**src/hdl/lsra_pkg.sv**
```systemverilog
`timescale 1ns / 1ps
// ----------------------------------------------------------------------------
// lsra_pkg
// Shared types and constants for the linear scan register allocator.
// ----------------------------------------------------------------------------
package lsra_pkg;

    localparam int NUM_REGS  = 7;
    localparam int FIRST_REG = 4;
    localparam int ID_W      = 16;
    localparam int POS_W     = 16;
    localparam int REGNO_W   = 4;
    localparam int SLOT_W    = (NUM_REGS > 1) ? $clog2(NUM_REGS) : 1;
    localparam int CNT_W     = $clog2(NUM_REGS + 1);

    typedef struct packed {
        logic             first_of_pass;
        logic [ID_W-1:0]  interval_id;
        logic [POS_W-1:0] interval_start;
        logic [POS_W-1:0] interval_end;
    } in_item_t;

    typedef struct packed {
        logic               got_register;
        logic [REGNO_W-1:0] register_number;
        logic               victim_valid;
        logic [ID_W-1:0]    victim_id;
        logic               pass_failed;
    } out_item_t;

    typedef struct packed {
        logic [ID_W-1:0]   id;
        logic [POS_W-1:0]  fin;
        logic [SLOT_W-1:0] slot;
    } act_entry_t;

    typedef struct packed {
        logic load;
        logic expire;
        logic grant;
        logic evict;
        logic reject;
        logic insert;
        logic publish;
    } lsra_cmd_t;

    typedef struct packed {
        logic expire_hit;
        logic pool_free;
        logic victim_ok;
        logic out_busy;
    } lsra_status_t;

endpackage

```
**src/hdl/linear_scan_register_allocator.sv**
```systemverilog
`timescale 1ns / 1ps
// ----------------------------------------------------------------------------
// linear_scan_register_allocator
// Grants registers to live intervals, spilling the latest-ending one when full.
// ----------------------------------------------------------------------------
//  channel | handshake            | payload
//  --------+----------------------+------------------------------
//  request | req_valid, req_ready | req (first_of_pass, id, start, end)
//  result  | rsp_valid, rsp_ready | rsp (grant, register, victim, flag)
//
//  After acceptance an item passes the expiry step, retiring one expired
//  active interval per cycle, then the allocate, insert and publish steps;
//  publish puts its result in the output register. A new interval that
//  spills itself skips the insert step. The next item can be accepted once
//  a result enters the output register, even while that result still waits
//  on rsp_ready; that next item then holds in its last step until it drains.
//  Reset empties the active list, frees every register and clears the flag.
// ----------------------------------------------------------------------------
module linear_scan_register_allocator
(
    input  logic                clk,
    input  logic                rst_n,
    input  logic                req_valid,
    output logic                req_ready,
    input  lsra_pkg::in_item_t  req,
    output logic                rsp_valid,
    input  logic                rsp_ready,
    output lsra_pkg::out_item_t rsp
);

    lsra_pkg::lsra_cmd_t    cmd;
    lsra_pkg::lsra_status_t st;

    lsra_ctrl u_ctrl
    (
        .clk       (clk),
        .rst_n     (rst_n),
        .req_valid (req_valid),
        .req_ready (req_ready),
        .st        (st),
        .cmd       (cmd)
    );

    lsra_dp u_dp
    (
        .clk       (clk),
        .rst_n     (rst_n),
        .req       (req),
        .cmd       (cmd),
        .st        (st),
        .rsp_ready (rsp_ready),
        .rsp_valid (rsp_valid),
        .rsp       (rsp)
    );

endmodule

```
**src/hdl/lsra_ctrl.sv**
```systemverilog
`timescale 1ns / 1ps
// ----------------------------------------------------------------------------
// lsra_ctrl
// Sequencer: accept, expire, allocate or spill, insert, publish.
// ----------------------------------------------------------------------------
module lsra_ctrl
(
    input  logic                  clk,
    input  logic                  rst_n,
    input  logic                  req_valid,
    output logic                  req_ready,
    input  lsra_pkg::lsra_status_t st,
    output lsra_pkg::lsra_cmd_t    cmd
);

    localparam logic [2:0] S_IDLE   = 3'd0;
    localparam logic [2:0] S_EXPIRE = 3'd1;
    localparam logic [2:0] S_ALLOC  = 3'd2;
    localparam logic [2:0] S_INSERT = 3'd3;
    localparam logic [2:0] S_DONE   = 3'd4;

    logic [2:0] state_reg;
    logic [2:0] state_next;

    always_ff @(posedge clk or negedge rst_n)
    begin
        if (!rst_n)
        begin
            state_reg <= S_IDLE;
        end
        else
        begin
            state_reg <= state_next;
        end
    end

    always_comb
    begin
        state_next = state_reg;
        cmd        = '0;
        req_ready  = 1'b0;
        unique case (state_reg)
            S_IDLE:
            begin
                req_ready = 1'b1;
                if (req_valid)
                begin
                    cmd.load   = 1'b1;
                    state_next = S_EXPIRE;
                end
            end
            S_EXPIRE:
            begin
                if (st.expire_hit)
                begin
                    cmd.expire = 1'b1;
                end
                else
                begin
                    state_next = S_ALLOC;
                end
            end
            S_ALLOC:
            begin
                if (st.pool_free)
                begin
                    cmd.grant  = 1'b1;
                    state_next = S_INSERT;
                end
                else if (st.victim_ok)
                begin
                    cmd.evict  = 1'b1;
                    state_next = S_INSERT;
                end
                else
                begin
                    cmd.reject = 1'b1;
                    state_next = S_DONE;
                end
            end
            S_INSERT:
            begin
                cmd.insert = 1'b1;
                state_next = S_DONE;
            end
            S_DONE:
            begin
                if (!st.out_busy)
                begin
                    cmd.publish = 1'b1;
                    state_next  = S_IDLE;
                end
            end
            default:
            begin
                state_next = S_IDLE;
            end
        endcase
    end

endmodule

```
**src/hdl/lsra_dp.sv**
```systemverilog
`timescale 1ns / 1ps
// ----------------------------------------------------------------------------
// lsra_dp
// Active list, free pool, spill flag and output register.
// ----------------------------------------------------------------------------
module lsra_dp
(
    input  logic                   clk,
    input  logic                   rst_n,
    input  lsra_pkg::in_item_t     req,
    input  lsra_pkg::lsra_cmd_t    cmd,
    output lsra_pkg::lsra_status_t st,
    input  logic                   rsp_ready,
    output logic                   rsp_valid,
    output lsra_pkg::out_item_t    rsp
);

    localparam logic [lsra_pkg::NUM_REGS-1:0] POOL_ALL = '1;

    lsra_pkg::in_item_t   item_reg;
    lsra_pkg::act_entry_t ent_reg [lsra_pkg::NUM_REGS];
    logic [lsra_pkg::CNT_W-1:0]    count_reg;
    logic [lsra_pkg::NUM_REGS-1:0] mask_reg;
    logic                          spill_reg;
    logic                          got_reg;
    logic [lsra_pkg::SLOT_W-1:0]   slot_reg;
    logic                          vvalid_reg;
    logic [lsra_pkg::ID_W-1:0]     vid_reg;
    logic                          out_valid_reg;
    lsra_pkg::out_item_t           out_reg;

    logic [lsra_pkg::SLOT_W-1:0]   low_free;
    logic [lsra_pkg::SLOT_W-1:0]   last_idx;
    logic [lsra_pkg::CNT_W-1:0]    last_cnt;
    lsra_pkg::act_entry_t          last_ent;
    lsra_pkg::act_entry_t          new_ent;
    logic [lsra_pkg::NUM_REGS-1:0] keep;
    logic [lsra_pkg::NUM_REGS-1:0] slot_bit;

    always_comb
    begin
        low_free = '0;
        for (int i = lsra_pkg::NUM_REGS - 1; i >= 0; i--)
        begin
            if (mask_reg[i])
            begin
                low_free = lsra_pkg::SLOT_W'(i);
            end
        end
    end

    assign last_cnt = count_reg - lsra_pkg::CNT_W'(1);
    assign last_idx = last_cnt[lsra_pkg::SLOT_W-1:0];
    assign last_ent = ent_reg[last_idx];
    assign slot_bit = lsra_pkg::NUM_REGS'(1) << ent_reg[0].slot;

    assign new_ent.id   = item_reg.interval_id;
    assign new_ent.fin  = item_reg.interval_end;
    assign new_ent.slot = slot_reg;

    always_comb
    begin
        for (int i = 0; i < lsra_pkg::NUM_REGS; i++)
        begin
            keep[i] = (lsra_pkg::CNT_W'(i) < count_reg) &&
                      (ent_reg[i].fin <= item_reg.interval_end);
        end
    end

    assign st.expire_hit = (count_reg != '0) && (ent_reg[0].fin < item_reg.interval_start);
    assign st.pool_free  = (mask_reg != '0);
    assign st.victim_ok  = (count_reg != '0) && (last_ent.fin > item_reg.interval_end);
    assign st.out_busy   = out_valid_reg && !rsp_ready;

    // hold item and per-item result fields
    always_ff @(posedge clk)
    begin
        if (cmd.load)
        begin
            item_reg   <= req;
            got_reg    <= 1'b0;
            vvalid_reg <= 1'b0;
            vid_reg    <= '0;
        end
        if (cmd.grant)
        begin
            slot_reg <= low_free;
            got_reg  <= 1'b1;
        end
        if (cmd.evict)
        begin
            slot_reg   <= last_ent.slot;
            got_reg    <= 1'b1;
            vvalid_reg <= 1'b1;
            vid_reg    <= last_ent.id;
        end
    end

    // active list: shift down on expiry, open a gap on insertion
    always_ff @(posedge clk)
    begin
        if (cmd.expire)
        begin
            for (int i = 0; i < lsra_pkg::NUM_REGS - 1; i++)
            begin
                ent_reg[i] <= ent_reg[i+1];
            end
        end
        else if (cmd.insert && (count_reg < lsra_pkg::CNT_W'(lsra_pkg::NUM_REGS)))
        begin
            for (int i = 0; i < lsra_pkg::NUM_REGS; i++)
            begin
                if (!keep[i])
                begin
                    if (i == 0)
                    begin
                        ent_reg[i] <= new_ent;
                    end
                    else if (keep[i-1])
                    begin
                        ent_reg[i] <= new_ent;
                    end
                    else
                    begin
                        ent_reg[i] <= ent_reg[i-1];
                    end
                end
            end
        end
    end

    always_ff @(posedge clk or negedge rst_n)
    begin
        if (!rst_n)
        begin
            count_reg <= '0;
            mask_reg  <= POOL_ALL;
            spill_reg <= 1'b0;
        end
        else
        begin
            if (cmd.load && req.first_of_pass)
            begin
                count_reg <= '0;
                mask_reg  <= POOL_ALL;
                spill_reg <= 1'b0;
            end
            if (cmd.expire)
            begin
                count_reg <= count_reg - lsra_pkg::CNT_W'(1);
                mask_reg  <= mask_reg | slot_bit;
            end
            if (cmd.grant)
            begin
                mask_reg <= mask_reg & ~(lsra_pkg::NUM_REGS'(1) << low_free);
            end
            if (cmd.evict)
            begin
                count_reg <= last_cnt;
                spill_reg <= 1'b1;
            end
            if (cmd.reject)
            begin
                spill_reg <= 1'b1;
            end
            if (cmd.insert && (count_reg < lsra_pkg::CNT_W'(lsra_pkg::NUM_REGS)))
            begin
                count_reg <= count_reg + lsra_pkg::CNT_W'(1);
            end
        end
    end

    always_ff @(posedge clk or negedge rst_n)
    begin
        if (!rst_n)
        begin
            out_valid_reg <= 1'b0;
        end
        else if (cmd.publish)
        begin
            out_valid_reg <= 1'b1;
        end
        else if (rsp_ready)
        begin
            out_valid_reg <= 1'b0;
        end
    end

    always_ff @(posedge clk)
    begin
        if (cmd.publish)
        begin
            out_reg.got_register    <= got_reg;
            out_reg.register_number <= got_reg ?
                lsra_pkg::REGNO_W'(lsra_pkg::FIRST_REG + int'(slot_reg)) : '0;
            out_reg.victim_valid    <= vvalid_reg;
            out_reg.victim_id       <= vid_reg;
            out_reg.pass_failed     <= spill_reg;
        end
    end

    assign rsp_valid = out_valid_reg;
    assign rsp       = out_reg;

endmodule

```
**config.mk**
```make
export PLATFORM = sky130hd
export DESIGN_NAME = linear_scan_register_allocator
export DESIGN_NICKNAME = d
export VERILOG_FILES = /design/src/hdl/lsra_pkg.sv /design/src/hdl/linear_scan_register_allocator.sv /design/src/hdl/lsra_ctrl.sv /design/src/hdl/lsra_dp.sv
export SDC_FILE = /design/constraint.sdc
export NUM_CORES = 1
export LEC_CHECK = 0
export ABC_AREA = 1
export BUFFER_PORTS_ARGS = -buffer_cell sky130_fd_sc_hd__buf_2
export CAP_MARGIN = 20
export CORE_UTILIZATION = 45
export DETAILED_ROUTE_END_ITERATION = 8
export MAX_ROUTING_LAYER = met4
export SLEW_MARGIN = 20
export SYNTH_ARGS = -nofsm -noshare
export SYNTH_HDL_FRONTEND = slang
export SYNTH_HIERARCHICAL = 1
export SYNTH_SLANG_ARGS = --single-unit
```
**constraint.sdc**
```tcl
create_clock -name clk -period 11.95 [get_ports clk]
set_input_delay 1.195 -clock clk [delete_from_list [all_inputs] [get_ports clk]]
set_output_delay 1.195 -clock clk [all_outputs]
set_load 0.005 [all_outputs]
```
==> results.cfg, run 1 <==
[final_layout]
largest_reg_flops = 245
stdcell_area_um2 = 23800
drive_gt1_frac = 0.0913
syn2layout_area_growth_pct = 9.30
layout_commonest_cell = nand2_1
antenna_cells = 0
nNetsFinal = 2780
mostFrequentLayoutCells = nand2_1 (602), edfxtp_1 (335), nand3_1 (294)

[status]
outcome = finished clean

[floorplan]
coreArea_um2 = 47700
io_pins = 78
die_w_um = 222
rows = 80
fp.dieH_um = 222
start_util = 0.456
dieArea_um2 = 49300

[setup_path]
r2r_end = u_dp/vid_reg[0]
cp_max_fo = 88
cp.arrival_ps = 6350
cp_slowest_cell = dfrtp_4
max_stage_delay_ps = 880
crit_type = flip-flop to flip-flop
cp.required_ps = 12190
critPathCaptureType = flip-flop
r2r_setup_slack_ps = 5840
reg2reg_from = u_dp/count_reg[0]
r2r_cells = 19
start_kind = flip-flop
path_cells = inv_2, ha_2, buf_4, a21oi_1, o21ai_0, o21ai_0, nor2_1, a31oi_1, ha_1, nand4_1, nor3_1, nand2_1, nand3_1, nand2_1, a31oi_1, inv_1, nor3_2, buf_4, or2_2

[global_route]
grt_pass1_wl_um = 112000
grt_max_degree = 89
grt_pass1_vias = 18100
antenna_found_initial = 0
grtUsageTotal = 0.309
gr-total-overflow = 0

[clock_tree]
hold_buffers = 0
cts_sinks = 352
clkTransAtPathRegs_ps = 60
cts_resized = 0
cts_tree = built
post-cts-setup-buffer-count = 0
cts_root_buffer = clkbuf_16
cts_buffers = 43
cts.path.max_buffers = 3
htree_levels = 2
insertion_delay_ps = 590

[sta]
rsz0062_at_grt = no
min_period_ps = 6110
fin_crit_sh = 0.511
hold_violations = 0
timing.slew.headroom = 0.289
skew_ps = 20.4
finalSetupViolCount = 0
fin_setup_tns_ps = 0
clock.fmax_mhz = 164
slew_violations = 0
tightest_slew_ps = 1060

[synthesis]
synth.avg_cell_area_um2 = 8.38
mappedNetlistArea_um2 = 21800
synth-edff-count = 335
yosysUniqueCellTypes = 50
ys_warn_count = 6
synthFlopType = edfxtp_1
syn_inst = 2600
seq_area_frac_synth = 0.481
synthArstFlopShare = 0.0426
synth-seq-cells = 352
synth_nets = 2783

[place]
post-dp-hpwl_um = 44000
io_buffers = 77
place.gp.congestion = 0.917
placed_cell_area_um2 = 22400

[routing]
drtIter0Drc = 2478
finalWirelength_um = 74800
firstDrtPassIters = 6
drcViolationCount = 0
final_antenna_net_count = 0
vias_per_cell = 6.04
vias = 19600
wl_per_cell_um = 23.1

[pwr]
p_per_area_nw_per_um2 = 333
p_leak_uw = 0.00999
peakVddDrop_mv = 0.213
finalPower_uw = 7920

[hold_path]
hold_start = u_dp/vvalid_reg
holdPathStages = 0
holdPathEnd = u_dp/rsp[17]
hold_path_class = flip-flop to flip-flop

[run]
maxCapViolations = 0
==> routing by layer <==
layer  wire [um]  vias to the layer above  global-route usage
li1            -                     9005                   -
met1       30900                     9255               0.420
met2       33300                     1154               0.467
met3        8130                      170              0.0459
met4        2490                        0               0.115
met5           0                        -                   -
==> report_power, final <==
part / leakage, uW / total (uW) / internal (uW) / switching, uW
clock network: 0.000684 / 1300 / 754 / 548
logic: 0.00601 / 4010 / 1110 / 2900
registers: 0.00330 / 2610 / 2140 / 472
==> cell usage after synthesis (all sizes together) (5+ instances only) <==
| master | count | area (um2) |
|---|---|---|
| nand2 | 625 | 2450 |
| o21ai | 293 | 1470 |
| edfxtp | 335 | 10100 |
| a21oi | 217 | 1100 |
| clkbuf | 64 | 244 |
| a31oi | 21 | 131 |
| dfstp | 7 | 184 |
| nand4 | 46 | 294 |
| nand3 | 294 | 1470 |
| inv | 196 | 746 |
| nor3 | 21 | 120 |
| nor2 | 223 | 882 |
| nor4 | 5 | 50.1 |
| buf | 92 | 563 |
| dfrtp | 8 | 200 |
| ha | 130 | 1630 |
==> area by class of cell <==
cell class | instances | area [um2]
fillers | 4495 | 23900
repair buffers | 108 | 631
well taps | 615 | 769
clock buffers | 49 | 1110
multi-input cells | 1895 | 9790
inverters | 197 | 749
clock inverters | 29 | 265
flip-flops and latches | 352 | 10500
==> critical path: cells and delay by family (launching register included) <==
kind,cells,cell delay [ps]
AO/OA/AOI/OAI,5,620
adder cells (fa/ha/maj),2,870
buffers and inverters,4,1720
flip-flops,1,880
AND/OR/NAND/NOR,8,1610
==> worst max path at each step <==
stage | from | endpoint | slack, ps | depth (start not counted)
global route | u_dp/count_reg[0] | u_dp/vid_reg[14] | 5580 | 19
global placement | u_dp/count_reg[0] | u_dp/vid_reg[2] | 6130 | 18
detailed placement | u_dp/count_reg[0] | u_dp/vid_reg[7] | 6000 | 19
CTS | u_dp/count_reg[0] | u_dp/vid_reg[8] | 6000 | 19
finish | u_dp/count_reg[0] | u_dp/vid_reg[0] | 5840 | 19
floorplan | req_valid | u_dp/mask_reg[6] | 7340 | 6
==> cells by family (layout without fill, tap and decap cells) <==
kind of cell,count (synthesis),count (layout),synth area share
fa+ha+maj,130,130,0.0747
xor+xnor,1,1,0.000402
buf+inv,353,383,0.0715
flops,352,352,0.481
compound gates,546,546,0.129
simple gates,1218,1218,0.243
==> per-stage QoR <==
step / hold WS, ps / cells / worst slack, ps / utilization
after floorplan: 400 / 2600 / 7340 / -
after global placement: 420 / 3166 / 6130 / 0.469
after CTS: 433 / 3245 / 6000 / 0.499
final: 433 / 3245 / 5840 / 0.499
after global routing: 450 / 3245 / 5580 / 0.499
after detailed placement: 418 / 3167 / 6000 / 0.470
No activity file was read; power rests on OpenSTA's default activity.
==> inputs of run 2 (changes only) <==
==> constraint.sdc (replaced) <==
create_clock -name clk -period 5.4 [get_ports clk]
set_input_delay 0.54 -clock clk [delete_from_list [all_inputs] [get_ports clk]]
set_output_delay 0.54 -clock clk [all_outputs]
set_load 0.005 [all_outputs]
==> run 2 against run 1 <==
Non-clock buffer count rose by 16. Worst hold slack lost 320 ps. First-iteration DRC count down 2.1%. Die area unchanged. Sequential share of layout area decreased by 0.13 points. Setup slack got worse by 5200 ps. Register-to-register slack lost 5200 ps. Critical path type unchanged. Critical endpoint is now u_dp/count_reg[2]. Largest power group unchanged.
==> results.cfg, run 2 (synthesized netlist as in run 1, its figures left out) <==
[final_layout]
multi_input_area_um2 = 9780
syn2layout_area_growth_pct = 9.62
drive_gt1_frac = 0.0918
layout_commonest_cell = nand2_1
antenna_cells = 0
seqCellArea_um2 = 10500
largest_reg_flops = 245
nFillCells = 4456
stdcell_area_um2 = 23900
mostFrequentLayoutCells = nand2_1 (602), edfxtp_1 (335), nand3_1 (294)
nNetsFinal = 2795

[hold_path]
hold_path_class = input port to flip-flop

[sta]
clock.fmax_mhz = 209
finalSetupViolCount = 0
hold_violations = 0
tightest_slew_ps = 1100
slew_violations = 0
min_period_ps = 4790
fin_crit_sh = 0.888
fin_ws_ps = 607
rsz0062_at_grt = no
timing.slew.headroom = 0.262
skew_ps = 30.6
fin_setup_tns_ps = 0

[routing]
drcViolationCount = 0
finalWirelength_um = 76000
final_antenna_net_count = 0
drtIter0Drc = 2426
vias = 19600
firstDrtPassIters = 6
vias_per_cell = 6.04
wl_per_cell_um = 23.4

[setup_path]
max_stage_delay_ps = 530
cp.required_ps = 5820
cp.arrival_ps = 5210
critPathCaptureType = flip-flop
crit_type = flip-flop to flip-flop
start_kind = flip-flop
cp_slowest_cell = nor3_2
path_cells = inv_2, ha_2, inv_2, nor2_1, o21ai_0, a31oi_1, ha_1, nand4_1, nor3_1, nand2_1, nand3_1, nand2_1, a31oi_1, inv_1, nor3_2, nor2_1, nand2_1, nor2_1, o21ai_0, o311ai_0
cp_max_fo = 31

[pwr]
p_leak_uw = 0.0100
pwr-share-clk = 0.155
swShare = 0.501
p_per_area_nw_per_um2 = 743
power_frac_seq = 0.325
comb_power_share = 0.520
peakVddDrop_mv = 0.397
netSwitchingPower_uw = 8900
finalPower_uw = 17800
intPower_uw = 8850

[global_route]
grt_max_degree = 85
grt_pass1_wl_um = 114000
grt_pass1_vias = 18400
antenna_found_initial = 2
gr-total-overflow = 0
grtUsageTotal = 0.315

[clock_tree]
cts.path.max_buffers = 3
cts_sinks = 352
cts_resized = 0
insertion_delay_ps = 590
hold_buffers = 1
cts_buffers = 42
clkTransAtPathRegs_ps = 60
cts_root_buffer = clkbuf_16
cts_tree = built
post-cts-setup-buffer-count = 0
htree_levels = 2

[floorplan]
rows = 80
fp.dieH_um = 222
dieArea_um2 = 49300
coreArea_um2 = 47700
start_util = 0.456
die_w_um = 222
io_pins = 78

[place]
place.gp.congestion = 0.919
dp_slack_ps = 686
placed_cell_area_um2 = 22600
post-dp-hpwl_um = 46500
io_buffers = 77

[status]
outcome = finished clean

[run]
maxCapViolations = 0
-- run 2: stage by stage --
stage               std cells   util  hold WS (ps)
floorplan                2600      -           244
global placement         3182  0.473           403
detailed placement       3182  0.473           406
CTS                      3252  0.500           103
global route             3252  0.500           113
finish                   3252  0.500           118
-- run 2: metal layers --
layer | global-route usage | routed length [um]
met5 | - | 0
met4 | 0.117 | 2760
met3 | 0.0701 | 9170
met2 | 0.457 | 32300
met1 | 0.431 | 31700
-- run 2: path summary, 6_finish.rpt --
path	from	slack (ps)	end	cells after the start
max	u_dp/count_reg[0]	610	u_dp/count_reg[2]	20
min	req[35]	120	u_dp/item_reg[35]	1
max reg2reg	u_dp/count_reg[0]	610	u_dp/count_reg[2]	20
min reg2reg	u_dp/vid_reg[11]	420	u_dp/rsp[12]	0
max in group asynchronous	rst_n	4700	u_dp/mask_reg[0]	2
min in group asynchronous	rst_n	390	u_dp/count_reg[0]	2
-- run 2: layout make-up --
cell class,count,area share
Sequential cell,352,0.439
Multi-Input combinational cell,1895,0.410
Clock buffer,49,0.0460
Timing Repair Buffer,124,0.0331
Tap cell,615,0.0322
Inverter,197,0.0314
Clock inverter,20,0.00817
-- run 2: power groups by stage --
stage | Combinational [uW] | Clock, uW | Sequential (uW)
6_report | 9220 | 2760 | 5770
3_5_place_dp | 8910 | 0 | 5750
4_1_cts | 8950 | 2790 | 5710
3_3_place_gp | 8730 | 0 | 5750
2_1_floorplan | 6080 | 0 | 5310
5_1_grt | 10100 | 2880 | 5860
-- run 2: worst max-delay path: cells and delay by family, from the launching register on --
kind,cells,cell delay (ps)
fa+ha+maj,2,780
flops,1,480
simple gates,10,1750
compound gates,5,800
buf+inv,3,790
